## src/rtl/vapr_pkg.sv

```systemverilog
package vapr_pkg;

  // One voice's ramp state as held in the state memory.
  typedef struct packed {
    logic        active;
    logic [6:0]  pan;
    logic [6:0]  target;
    logic        down;
    logic [6:0]  mag;
    logic [14:0] reload;
    logic [14:0] cnt;
  } vapr_entry_t;

  // Volume inputs handed from the control to the volume unit.
  typedef struct packed {
    logic [6:0] voice_vol;
    logic [6:0] master_vol;
    logic [6:0] prog_vol;
    logic [6:0] prog_pan;
    logic [6:0] tone_vol;
    logic [6:0] tone_pan;
  } vapr_vol_in_t;

  typedef enum logic [2:0] {
    ST_IDLE,
    ST_READ,
    ST_DIV,
    ST_VOL,
    ST_DONE
  } vapr_state_t;

  localparam logic CMD_START = 1'b0;
  localparam logic CMD_TICK  = 1'b1;

  localparam logic [6:0] PAN_TOP = 7'd127;
  localparam logic [6:0] PAN_MID = 7'd64;

  // Division by 0x3F01 is done as a multiply by a rounded-up reciprocal.
  // With a shift of 42 it is exact for every dividend below 2**28.
  localparam int unsigned  VOL_DIV_SHIFT = 42;
  localparam logic [28:0]  VOL_DIV_REC   =
    29'(((64'd1 << VOL_DIV_SHIFT) + 64'h3F00) / 64'h3F01);

endpackage

```

## src/rtl/vapr_mem.sv

```systemverilog
module vapr_mem #(
  parameter int DEPTH = 24,
  parameter int AW    = 5
) (
  input  logic                  clk,
  input  logic                  rst_n,
  input  logic                  rd_en,
  input  logic [AW-1:0]         rd_addr,
  input  logic                  wr_en,
  input  logic [AW-1:0]         wr_addr,
  input  vapr_pkg::vapr_entry_t wr_data,
  output vapr_pkg::vapr_entry_t rd_data
);
  import vapr_pkg::*;

  vapr_entry_t mem_r [DEPTH];
  logic [DEPTH-1:0] vld_r;
  vapr_entry_t q_r;
  logic q_vld_r;

  always_ff @(posedge clk) begin
    if (wr_en) begin
      mem_r[wr_addr] <= wr_data;
    end
    if (rd_en) begin
      q_r <= mem_r[rd_addr];
    end
  end

  // An entry never written reads as all zero.
  always_ff @(posedge clk) begin
    if (!rst_n) begin
      vld_r   <= '0;
      q_vld_r <= 1'b0;
    end else begin
      if (wr_en) begin
        vld_r[wr_addr] <= 1'b1;
      end
      if (rd_en) begin
        q_vld_r <= vld_r[rd_addr];
      end
    end
  end

  assign rd_data = q_vld_r ? q_r : '0;

endmodule

```

## src/rtl/vapr_div.sv

```systemverilog
module vapr_div (
  input  logic        clk,
  input  logic        rst_n,
  input  logic        go,
  input  logic [14:0] dividend,
  input  logic [14:0] divisor,
  output logic        done,
  output logic [14:0] quo
);
  logic [15:0] rem_r;
  logic [14:0] quo_r;
  logic [14:0] dvs_r;
  logic [3:0]  cnt_r;
  logic        busy_r;
  logic        done_r;
  logic [15:0] rem_sh;
  logic        fits;

  assign rem_sh = {rem_r[14:0], quo_r[14]};
  assign fits   = rem_sh >= {1'b0, dvs_r};

  // Restoring division, one quotient bit per cycle.
  always_ff @(posedge clk) begin
    if (go) begin
      rem_r <= '0;
      quo_r <= dividend;
      dvs_r <= divisor;
    end else if (busy_r) begin
      rem_r <= fits ? rem_sh - {1'b0, dvs_r} : rem_sh;
      quo_r <= {quo_r[13:0], fits};
    end
  end

  always_ff @(posedge clk) begin
    if (!rst_n) begin
      busy_r <= 1'b0;
      done_r <= 1'b0;
      cnt_r  <= '0;
    end else begin
      done_r <= !go && busy_r && (cnt_r == 4'd0);
      if (go) begin
        busy_r <= 1'b1;
        cnt_r  <= 4'd14;
      end else if (busy_r) begin
        cnt_r <= cnt_r - 4'd1;
        if (cnt_r == 4'd0) begin
          busy_r <= 1'b0;
        end
      end
    end
  end

  assign done = done_r;
  assign quo  = quo_r;

endmodule

```

## src/rtl/vapr_vol.sv

```systemverilog
module vapr_vol (
  input  logic                   clk,
  input  logic                   rst_n,
  input  logic                   go,
  input  vapr_pkg::vapr_vol_in_t vin,
  input  logic [6:0]             pan,
  input  logic                   mono,
  output logic                   done,
  output logic [13:0]            left,
  output logic [13:0]            right
);
  import vapr_pkg::*;

  logic [27:0] a_r;
  logic [13:0] base_r;
  logic [13:0] l_r;
  logic [13:0] r_r;
  logic [6:0]  pan_r;
  logic [3:0]  step_r;
  logic        busy_r;
  logic        done_r;
  logic [56:0] prod;
  logic [13:0] quo;

  function automatic logic [13:0] scale(input logic [13:0] v, input logic [6:0] f);
    logic [20:0] p;
    p = 21'(v) * 21'(f);
    return p[19:6];
  endfunction

  assign prod = 57'(a_r) * 57'(VOL_DIV_REC);
  assign quo  = prod[VOL_DIV_SHIFT +: 14];

  // One multiply per step: two volume products with a division each, then
  // the tone, program and ramp pan laws, then the mono merge.
  always_ff @(posedge clk) begin
    if (go) begin
      pan_r <= pan;
    end else if (busy_r) begin
      case (step_r)
        4'd0: a_r <= 28'(14'(vin.voice_vol * vin.master_vol));
        4'd1: a_r <= (a_r << 14) - a_r;
        4'd2: base_r <= quo;
        4'd3: a_r <= 28'(21'(base_r) * 21'(vin.prog_vol));
        4'd4: a_r <= a_r[20:0] * 28'(vin.tone_vol);
        4'd5: base_r <= quo;
        4'd6: begin
          if (vin.tone_pan >= PAN_MID) begin
            r_r <= base_r;
            l_r <= scale(base_r, PAN_TOP - vin.tone_pan);
          end else begin
            l_r <= base_r;
            r_r <= scale(base_r, vin.tone_pan);
          end
        end
        4'd7: begin
          if (vin.prog_pan >= PAN_MID) begin
            l_r <= scale(l_r, PAN_TOP - vin.prog_pan);
          end else begin
            r_r <= scale(r_r, vin.prog_pan);
          end
        end
        4'd8: begin
          if (pan_r >= PAN_MID) begin
            l_r <= scale(l_r, PAN_TOP - pan_r);
          end else begin
            r_r <= scale(r_r, pan_r);
          end
        end
        4'd9: begin
          if (mono) begin
            if (l_r >= r_r) begin
              r_r <= l_r;
            end else begin
              l_r <= r_r;
            end
          end
        end
        default: ;
      endcase
    end
  end

  always_ff @(posedge clk) begin
    if (!rst_n) begin
      busy_r <= 1'b0;
      done_r <= 1'b0;
      step_r <= '0;
    end else begin
      done_r <= !go && busy_r && (step_r == 4'd9);
      if (go) begin
        busy_r <= 1'b1;
        step_r <= '0;
      end else if (busy_r) begin
        step_r <= step_r + 4'd1;
        if (step_r == 4'd9) begin
          busy_r <= 1'b0;
        end
      end
    end
  end

  assign done  = done_r;
  assign left  = l_r;
  assign right = r_r;

endmodule

```

## src/rtl/voice_auto_pan_ramp_top.sv

```systemverilog
// Per-voice pan ramp engine. Raise start with a command word while busy is
// low: a start command loads a voice's ramp, a tick advances it. Every
// command gives exactly one result word, shown for a single cycle with
// out_valid high; the receiver cannot stall it, so it must take the word in
// that cycle. A start that needs its step or interval uses the 15-bit
// bit-serial divider; a tick that steps the pan runs the ten-step volume
// multiply chain. The next command is taken in the cycle its predecessor's
// result is shown. cfg_wr_data written with cfg_wr_en selects mono mode;
// write it only while the block is idle.
module voice_auto_pan_ramp_top #(
  parameter int VOICES = 24
) (
  input  logic        clk,
  input  logic        rst_n,
  input  logic        start,
  output logic        busy,
  input  logic        in_cmd,
  input  logic [4:0]  in_voice,
  input  logic [6:0]  in_start_pan,
  input  logic [6:0]  in_end_pan,
  input  logic [14:0] in_duration,
  input  logic [6:0]  in_voice_vol,
  input  logic [6:0]  in_master_vol,
  input  logic [6:0]  in_prog_vol,
  input  logic [6:0]  in_prog_pan,
  input  logic [6:0]  in_tone_vol,
  input  logic [6:0]  in_tone_pan,
  input  logic        cfg_wr_en,
  input  logic        cfg_wr_data,
  output logic        out_valid,
  output logic [4:0]  out_voice,
  output logic        out_vol_update,
  output logic [13:0] out_left_vol,
  output logic [13:0] out_right_vol,
  output logic [6:0]  out_pan_now,
  output logic        out_ramp_active
);
  import vapr_pkg::*;

  localparam int AW = (VOICES > 1) ? $clog2(VOICES) : 1;

  vapr_state_t st_r, st_nxt;

  // Command word held for the whole operation.
  logic         cmd_r;
  logic [4:0]   voice_r;
  logic [6:0]   s_r;
  logic [6:0]   e_r;
  logic [14:0]  d_r;
  vapr_vol_in_t vin_r;
  logic         mono_r;

  logic [6:0]   res_pan_r, res_pan_nxt;
  logic         res_act_r, res_act_nxt;
  logic         upd_r, upd_nxt;
  logic         res_ld;

  logic         out_valid_r;
  logic [4:0]   out_voice_r;
  logic         out_upd_r;
  logic [13:0]  out_left_r;
  logic [13:0]  out_right_r;
  logic [6:0]   out_pan_r;
  logic         out_act_r;

  logic         accept;
  logic         in_range;
  logic [AW-1:0] addr;
  vapr_entry_t  rd_ent;
  vapr_entry_t  wr_ent;
  logic         mem_we;

  logic [6:0]   pan_span;
  logic         down;
  logic         short_ramp;
  logic         div_go, div_done;
  logic [14:0]  div_dvd, div_dvs, div_q;

  logic         vol_go, vol_done;
  logic [13:0]  vol_l, vol_r;

  logic [7:0]   sum_up;
  logic [7:0]   sum_dn;
  logic         hit;
  logic [6:0]   p_new;

  assign accept   = start && (st_r == ST_IDLE);
  assign busy     = (st_r != ST_IDLE);
  assign in_range = 32'(in_voice) < VOICES;
  assign addr     = AW'(voice_r);

  always_ff @(posedge clk) begin
    if (accept) begin
      cmd_r   <= in_cmd;
      voice_r <= in_voice;
      s_r     <= in_start_pan;
      e_r     <= in_end_pan;
      d_r     <= in_duration;
      vin_r   <= '{voice_vol: in_voice_vol, master_vol: in_master_vol,
                   prog_vol: in_prog_vol, prog_pan: in_prog_pan,
                   tone_vol: in_tone_vol, tone_pan: in_tone_pan};
    end
  end

  vapr_mem #(
    .DEPTH (VOICES),
    .AW    (AW)
  ) u_mem (
    .clk     (clk),
    .rst_n   (rst_n),
    .rd_en   (accept),
    .rd_addr (AW'(in_voice)),
    .wr_en   (mem_we),
    .wr_addr (addr),
    .wr_data (wr_ent),
    .rd_data (rd_ent)
  );

  // Ramp geometry. A short ramp (distance below duration) moves one unit
  // every duration/distance + 1 ticks; otherwise it moves distance/duration
  // units every tick.
  assign down       = s_r > e_r;
  assign pan_span   = down ? s_r - e_r : e_r - s_r;
  assign short_ramp = 15'(pan_span) < d_r;
  assign div_dvd    = short_ramp ? d_r : 15'(pan_span);
  assign div_dvs    = short_ramp ? 15'(pan_span) : d_r;

  vapr_div u_div (
    .clk      (clk),
    .rst_n    (rst_n),
    .go       (div_go),
    .dividend (div_dvd),
    .divisor  (div_dvs),
    .done     (div_done),
    .quo      (div_q)
  );

  // One tick step: move, and stop at the target once reached or passed.
  assign sum_up = {1'b0, rd_ent.pan} + {1'b0, rd_ent.mag};
  assign sum_dn = {1'b0, rd_ent.pan} - {1'b0, rd_ent.mag};
  assign hit    = rd_ent.down ?
                  ((rd_ent.pan < rd_ent.mag) || (sum_dn <= {1'b0, rd_ent.target})) :
                  (sum_up >= {1'b0, rd_ent.target});
  assign p_new  = hit ? rd_ent.target : (rd_ent.down ? sum_dn[6:0] : sum_up[6:0]);

  vapr_vol u_vol (
    .clk   (clk),
    .rst_n (rst_n),
    .go    (vol_go),
    .vin   (vin_r),
    .pan   (p_new),
    .mono  (mono_r),
    .done  (vol_done),
    .left  (vol_l),
    .right (vol_r)
  );

  always_comb begin
    st_nxt      = st_r;
    mem_we      = 1'b0;
    wr_ent      = rd_ent;
    div_go      = 1'b0;
    vol_go      = 1'b0;
    res_ld      = 1'b0;
    res_pan_nxt = rd_ent.pan;
    res_act_nxt = rd_ent.active;
    upd_nxt     = 1'b0;
    case (st_r)
      ST_IDLE: begin
        if (accept) begin
          if (in_range) begin
            st_nxt = ST_READ;
          end else begin
            // Unknown voice: report an idle result with zero pan.
            res_ld      = 1'b1;
            res_pan_nxt = '0;
            res_act_nxt = 1'b0;
            st_nxt      = ST_DONE;
          end
        end
      end
      ST_READ: begin
        res_ld = 1'b1;
        if (cmd_r == CMD_START) begin
          if (s_r == e_r) begin
            st_nxt = ST_DONE;
          end else if (d_r == '0) begin
            // Zero duration jumps straight to the end point.
            mem_we      = 1'b1;
            wr_ent      = '{active: 1'b0, pan: e_r, target: e_r, down: 1'b0,
                            mag: '0, reload: '0, cnt: '0};
            res_pan_nxt = e_r;
            res_act_nxt = 1'b0;
            st_nxt      = ST_DONE;
          end else begin
            res_ld = 1'b0;
            div_go = 1'b1;
            st_nxt = ST_DIV;
          end
        end else if (!rd_ent.active) begin
          st_nxt = ST_DONE;
        end else if (rd_ent.cnt != '0) begin
          mem_we     = 1'b1;
          wr_ent.cnt = rd_ent.cnt - 15'd1;
          st_nxt     = ST_DONE;
        end else begin
          mem_we        = 1'b1;
          wr_ent.active = !hit;
          wr_ent.pan    = p_new;
          wr_ent.cnt    = rd_ent.reload;
          res_pan_nxt   = p_new;
          res_act_nxt   = !hit;
          upd_nxt       = 1'b1;
          vol_go        = 1'b1;
          st_nxt        = ST_VOL;
        end
      end
      ST_DIV: begin
        if (div_done) begin
          mem_we      = 1'b1;
          wr_ent      = '{active: 1'b1, pan: s_r, target: e_r, down: down,
                          mag: short_ramp ? 7'd1 : div_q[6:0],
                          reload: short_ramp ? div_q : '0,
                          cnt: short_ramp ? div_q : '0};
          res_ld      = 1'b1;
          res_pan_nxt = s_r;
          res_act_nxt = 1'b1;
          st_nxt      = ST_DONE;
        end
      end
      ST_VOL: begin
        if (vol_done) begin
          st_nxt = ST_DONE;
        end
      end
      ST_DONE: begin
        st_nxt = ST_IDLE;
      end
      default: begin
        st_nxt = ST_IDLE;
      end
    endcase
  end

  always_ff @(posedge clk) begin
    if (!rst_n) begin
      st_r        <= ST_IDLE;
      mono_r      <= 1'b0;
      out_valid_r <= 1'b0;
    end else begin
      st_r        <= st_nxt;
      out_valid_r <= (st_r == ST_DONE);
      if (cfg_wr_en) begin
        mono_r <= cfg_wr_data;
      end
    end
  end

  always_ff @(posedge clk) begin
    if (res_ld) begin
      res_pan_r <= res_pan_nxt;
      res_act_r <= res_act_nxt;
      upd_r     <= upd_nxt;
    end
    // The result word is registered as the operation finishes.
    if (st_r == ST_DONE) begin
      out_voice_r <= voice_r;
      out_upd_r   <= upd_r;
      out_left_r  <= upd_r ? vol_l : '0;
      out_right_r <= upd_r ? vol_r : '0;
      out_pan_r   <= res_pan_r;
      out_act_r   <= res_act_r;
    end
  end

  assign out_valid       = out_valid_r;
  assign out_voice       = out_voice_r;
  assign out_vol_update  = out_upd_r;
  assign out_left_vol    = out_left_r;
  assign out_right_vol   = out_right_r;
  assign out_pan_now     = out_pan_r;
  assign out_ramp_active = out_act_r;

endmodule

```

## config.mk

```make
export PLATFORM = sky130hd
export DESIGN_NAME = voice_auto_pan_ramp_top
export DESIGN_NICKNAME = d
export VERILOG_FILES = /design/src/rtl/vapr_pkg.sv /design/src/rtl/vapr_mem.sv /design/src/rtl/vapr_div.sv /design/src/rtl/vapr_vol.sv /design/src/rtl/voice_auto_pan_ramp_top.sv
export SDC_FILE = /design/constraint.sdc
export NUM_CORES = 2
export LEC_CHECK = 0
export BUFFER_PORTS_ARGS = -buffer_cell sky130_fd_sc_hd__buf_2
export CAP_MARGIN = 25
export CORE_UTILIZATION = 65
export DETAILED_ROUTE_END_ITERATION = 12
export GPL_TIMING_DRIVEN = 1
export PLACE_DENSITY = 0.82
export SYNTH_ARGS = -nofsm -noshare
export SYNTH_HDL_FRONTEND = slang
export SYNTH_SLANG_ARGS = --single-unit
export TNS_END_PERCENT = 5
```

## constraint.sdc

```tcl
create_clock -name clk -period 7.75 [get_ports clk]
set_input_delay 1.55 -clock clk [delete_from_list [all_inputs] [get_ports clk]]
set_output_delay 1.55 -clock clk [all_outputs]
set_load 0.02 [all_outputs]
```

### Word level (Yosys, flattened, before mapping)

Memories as Yosys holds them, arrays and structs flattened. A register that Yosys moved wholly into a read port is not among the register bits.
Index checks and enable logic that the tools add are counted.

| storage, ports and cells | value |
|---|---|
| flip-flop bits (word level) | 292 |
| memories kept | 1 |
| word-level logic and storage cells | 225 |
| bits of input ports | 82 |
| memory bits (writable) | 1272 |
| output and inout port bits | 44 |

Memory list:

| memory | words | width | read ports | clocked after memory_dff | write ports | RTL line | source |
|---|---|---|---|---|---|---|---|
| u_mem.mem_r | 24 | 53 | 1 | 1 | 1 | vapr_mem.sv:16 | `vapr_entry_t mem_r [DEPTH];` |

| operators by class | value |
|---|---|
| magnitude comparators | 14 |
| reductions and logical operators | 27 |
| bitwise operators | 3 |
| eq/ne operators | 22 |
| $add $sub $neg | 12 |
| muxes and demuxes | 95 |
| multiply operators | 10 |

Operators with widths:

| cell | count |
|---|---|
| two-way mux 53 bit | 4 |
| multiplier 14 x 7 -> 20 bit | 6 |
| two-way mux 15 bit | 8 |
| two-way mux 14 bit | 8 |
| case mux 14 bit (4 select lines) | 2 |
| case mux 28 bit (4 select lines) | 1 |
| case mux 53 bit (2 select lines) | 1 |
| two-way mux 7 bit | 13 |
| multiplier 28 x 28 -> 55 bit, second input constant | 1 |
| two-way mux 1 bit | 36 |
| two-way mux 30 bit | 1 |
| multiplier 21 x 7 -> 28 bit | 1 |
| subtractor 28 bit | 1 |
| two-way mux 3 bit | 9 |
| two-way mux 8 bit | 3 |
| bitwise OR 24 bit | 1 |
| >= comparator 7 bit, second input constant | 3 |
| multiplier 14 x 7 -> 21 bit | 1 |
| case mux 7 bit (3 select lines) | 1 |
| subtractor 7 bit, first input constant | 3 |
| equality test 4 x 3 -> 1 bit, second input constant | 4 |
| >= comparator 16 x 15 -> 1 bit | 1 |
| zero test 15 bit | 1 |
| < comparator 7 x 15 -> 1 bit | 1 |
| 44 further kinds | 72 |

### Depth between registers and ports, before layout

| depth | value |
|---|---|
| depth after elaboration | 10 |
| mapped depth | 23 |
| depth with buffers taken out | 21 |

### By module

From an unflattened synthesis, not the netlist that was laid out.

| unflattened totals | value |
|---|---|
| cells, all modules | 7746 |
| area total of the unflattened synthesis | 100899.3 um2 |

By module, submodules not included:

| module | sequential area each (um2) | instances | cells each | area an instance (um2) |
|---|---|---|---|---|
| vapr_mem | 40288.6 | 1 | 2381 | 51805.9 |
| vapr_vol | 2432.3 | 1 | 4301 | 38111.6 |
| voice_auto_pan_ramp_top | 3943.8 | 1 | 771 | 8040.2 |
| vapr_div | 1321.3 | 1 | 293 | 2941.6 |

### Worst setup path before layout

OpenSTA, ideal clock, no wires.

| timing path | value |
|---|---|
| kind | input to register |
| start point | input start |
| end point | register res_pan_r[6], data pin |
| path slack | 1.612 ns |
| path buffers | 0 |
| arrival time | 5.873 ns |
| stages on the path | 8 |
| data required time | 7.485 ns |
| library setup time | 0.265 ns |
| path through | and3_1 -> nand3_1 -> nand2_1 -> o21ai_1 -> a21boi_0 -> nor2b_1 -> a41o_1 -> a21oi_1 |

| on the way | value |
|---|---|
| longest elaborated chain between the ends | 3 |

Ends and longest elaborated chain:

| item | RTL line | source |
|---|---|---|
| start, declared | voice_auto_pan_ramp_top.sv:15 | `input logic start,` |
| logical AND 1 bit | voice_auto_pan_ramp_top.sv:87 | `assign accept = start && (st_r == ST_IDLE);` |
| two-way mux 7 bit | voice_auto_pan_ramp_top.sv:170 | `if (accept) begin` |
| case mux 7 bit (3 select lines) | voice_auto_pan_ramp_top.sv:168 | `case (st_r)` |
| net res_pan_nxt[6] | voice_auto_pan_ramp_top.sv:53 | `logic [6:0] res_pan_r, res_pan_nxt;` |
| end signal, assigned | voice_auto_pan_ramp_top.sv:261 | `res_pan_r <= res_pan_nxt;` |
| end, declared | voice_auto_pan_ramp_top.sv:53 |  |

The timed path passes the listed nets, and every way through them passes these cells.
A chain may end at the register's enable or synchronous reset.

### Worst setup path in the final report

| timing path | value |
|---|---|
| start point | register u_vol.a_r[2] |
| end point | register u_vol.base_r[13], data pin |

| on the way | value |
|---|---|
| longest elaborated chain between the ends | 1 |

Ends and longest elaborated chain:

| item | RTL line | source |
|---|---|---|
| start, declared | vapr_vol.sv:14 | `logic [27:0] a_r;` |
| start signal, assigned | vapr_vol.sv:41 | `4'd0: a_r <= 28'(14'(vin.voice_vol * vin.master_vol));` |
| start signal, assigned | vapr_vol.sv:42 | `4'd1: a_r <= (a_r << 14) - a_r;` |
| start signal, assigned | vapr_vol.sv:44 | `4'd3: a_r <= 28'(21'(base_r) * 21'(vin.prog_vol));` |
| multiplier 28 x 28 -> 55 bit | vapr_vol.sv:31 | `assign prod = 57'(a_r) * 57'(VOL_DIV_REC);` |
| net u_vol.prod[55] | vapr_vol.sv:22 | `logic [56:0] prod;` |
| end signal, assigned | vapr_vol.sv:43 | `4'd2: base_r <= quo;` |
| end signal, assigned | vapr_vol.sv:46 | `4'd5: base_r <= quo;` |
| end, declared | vapr_vol.sv:15 | `logic [13:0] base_r;` |

The timed path passes the listed nets, and every way through them passes these cells.

==> qor.yml <==
start_util: 0.654
grt_usage: 0.351
pre_cts_slack_ns: 1.42
first_global_vias: 65600
drive_above_1_share: 0.131
worstSetupStartpointType: "register"
leakage_nw: 43.5
end_kind: "register"
grt_use_met1: 0.433
vdd.ir_drop.worst_mv: 0.405
overflow: 0
routed_wl_mm: 265
dieArea_mm2: 0.155
vias: 63500
cts_resized: 0
cellPowerDensity_mw_per_mm2: 233
rsz0062_at_grt: "no"
firstDrtPassIters: 6
whs_path_depth: 0
max_stage_delay_ns: 0.95
core_mm2: 0.152
met3_usage: 0.0653
synth_cell_types: 103
path_clk_slew_ns: 0.06
hold-path-endpoint: "out_pan_now[2]"
cap_violations: 0
final_cells: 9702
htree_levels: 4
crit_top_cell: "ha_1"
antenna_left: 0
vias_per_cell: 6.54
dpl.hpwl_mm: 163
syn_inst: 7407
cts_tree: "done"
die_y_um: 393
synthFlopType: "edfxtp_1"
ioPinCount: 126
first_iter_violations: 6989
cp_cell_sequence: "ha_1, ha_1, ha_1, fa_1, inv_1, fa_1, fa_1, inv_1, ha_1, a211oi_1, o21ai_0, a2111oi_0, a21oi_1, o2111ai_1, nand3b_1, a211o_1, a21oi_1, xnor2_1"
timing.rr.start: "u_vol.a_r[2]"
grt_pass1_wl_mm: 399
holdBufCountCts: 0
routabilityCongestion: 0.963
cp.required_ns: 8.25
path_delay_family: "adder cells"
maxSlewHeadroom: 0.253
mostFrequentLayoutCells: "edfxtp_1 (1560), inv_1 (924), ha_1 (670)"
hold_violations: 0
dieWidth_um: 393
seq_area_frac_synth: 0.483
worst-path-max-fanout: 15
min_path_type: "reg2reg"
numPortBuffers: 125
antenna_found_initial: 8
rows: 143
fin_crit_ns: 6.41
cp_data_arrival_time_ns: 6.91
grt_busiest_layer: "met2"
syn_area_mm2: 0.0994
ff2ff_path_depth: 18
tightest_slew_ns: 1.11
final_max_slew_viol_count: 0
ys_warn_count: 0
cts_max_path_buffers: 3
hold_slack_ns: 0.423
synth_edf_count: 1560
clkSinkCount: 1617
cts_made_buffers: 161
syn2layout_area_growth_pct: 9.18
worstReg2RegEnd: "u_vol.base_r[13]"
layout_commonest_cell: "edfxtp_1"
finalClockSkew_ns: 0.0648
syn_area_per_cell_um2: 13.4
rrSetupSlack_ns: 1.34
grt_use_met2: 0.590
min-delay-start: "res_pan_r[2]"
synth_seq_cells: 1617
fin_nets: 8902
status: "finished clean"
totalNegativeSetupSlack_ns: 0
period_share: 0.827
drc: 0
cts_root_buf: "clkbuf_16"
post_cts_buffers: 0
grt_max_degree: 88
wl_per_cell_um: 27.3
crit_slowest_cell: "edfxtp_1"
async_reset_ff_frac: 0
crit_type: "reg2reg"
dp_cells: 9394
setup_viol: 0
cp.buffers_inverters: 2
fmax_ghz: 0.156
worst_slack_ns: 1.34
clock_latency_ns: 0.83
cells in the mapped netlist (all sizes together), types with 8 or more instances:
cell / instances / area, um2
a2111oi: 8 / 88.8
a211o: 8 / 70.1
a211oi: 25 / 198
a21boi: 14 / 105
a21o: 63 / 473
a21oi: 219 / 1110
a221o: 8 / 80.1
a221oi: 15 / 150
a22oi: 25 / 188
a31oi: 27 / 190
a32oi: 19 / 166
a41oi: 11 / 104
and2: 387 / 2420
and3: 38 / 238
and4: 14 / 123
buf: 61 / 250
clkbuf: 264 / 992
dfxtp: 57 / 1140
edfxtp: 1560 / 46800
fa: 615 / 12300
ha: 670 / 8380
inv: 925 / 3470
mux2: 12 / 135
mux2i: 96 / 961
mux4: 378 / 8510
nand2: 491 / 1850
nand2b: 148 / 926
nand3: 88 / 440
nand3b: 11 / 82.6
nand4: 30 / 194
nor2: 194 / 736
nor2b: 186 / 1170
nor3: 61 / 310
o211ai: 11 / 82.6
o21a: 60 / 450
o21ai: 209 / 1050
o21bai: 17 / 128
o221ai: 19 / 173
o22ai: 18 / 113
o311ai: 9 / 101
or2: 12 / 75.1
or3: 22 / 139
xnor2: 134 / 1170
xor2: 66 / 578
where the power goes:
| group | internal, mW | total (mW) | switching, mW |
|---|---|---|---|
| combinational | 2.96 | 7.13 | 4.17 |
| clock | 4.35 | 7.92 | 3.57 |
| sequential | 9.95 | 10.2 | 0.269 |
| total | 17.3 | 25.3 | 8.01 |
routing by layer:
layer  wire, um  up-vias
met5         21        -
met2     131000     3957
met4      16100        4
met3      25300      974
met1      92600    31900
li1           -    26600
kinds of logic after synthesis:
| family | share of synthesized area |
|---|---|
| buf+inv | 0.0475 |
| compound gates | 0.0578 |
| other cells | 0.0000377 |
| mux | 0.0967 |
| flops | 0.483 |
| xor+xnor | 0.0176 |
| simple gates | 0.0895 |
| fa+ha+maj | 0.208 |
stage by stage:
step           power, mW   util  cell area [um2]
2_1_floorplan       15.6      -            99400
3_3_place_gp        17.1  0.678           103000
3_5_place_dp        17.3  0.679           103000
4_1_cts             25.2  0.714           108000
5_1_grt             26.4  0.714           109000
6_report            25.3  0.715           109000
state kept, by name, summed over array words and instances (netlist names), 7 cells and up:
register	flops
out_left_vol	14
u_vol.right	14
u_vol.left	14
u_vol.pan_r	7
u_mem.mem_r	1272
u_vol.a_r	28
u_div.quo	15
u_div.dvs_r	15
u_div.rem_r	15
e_r	7
u_mem.q_r	53
res_pan_r	7
u_vol.base_r	14
s_r	7
u_mem.vld_r	24
vin_r	42
out_right_vol	14
d_r	15
out_pan_now	7
worst max path at each step:
| stage | from | endpoint | slack (ns) | cells past startpoint |
|---|---|---|---|---|
| global route | u_vol.a_r[11] | u_vol.base_r[7] | 0.93 | 18 |
| CTS | u_vol.a_r[2] | u_vol.base_r[13] | 1.34 | 18 |
| detailed placement | u_vol.a_r[10] | u_vol.base_r[7] | 1.42 | 18 |
| finish | u_vol.a_r[2] | u_vol.base_r[13] | 1.34 | 18 |
| global placement | u_vol.a_r[11] | u_vol.base_r[7] | 1.53 | 18 |
| floorplan | start | res_pan_r[6] | 1.61 | 8 |
final cells by class:
class | instances | area [um2]
flip-flops and latches | 1617 | 48000
multi-input cells | 4544 | 47000
fillers | 9492 | 43400
clock buffers | 191 | 4180
inverters | 928 | 3490
well taps | 2030 | 2540
repair buffers | 283 | 2230
clock inverters | 105 | 1110
diodes | 4 | 10.0
Power figures use the tool's default switching activity.
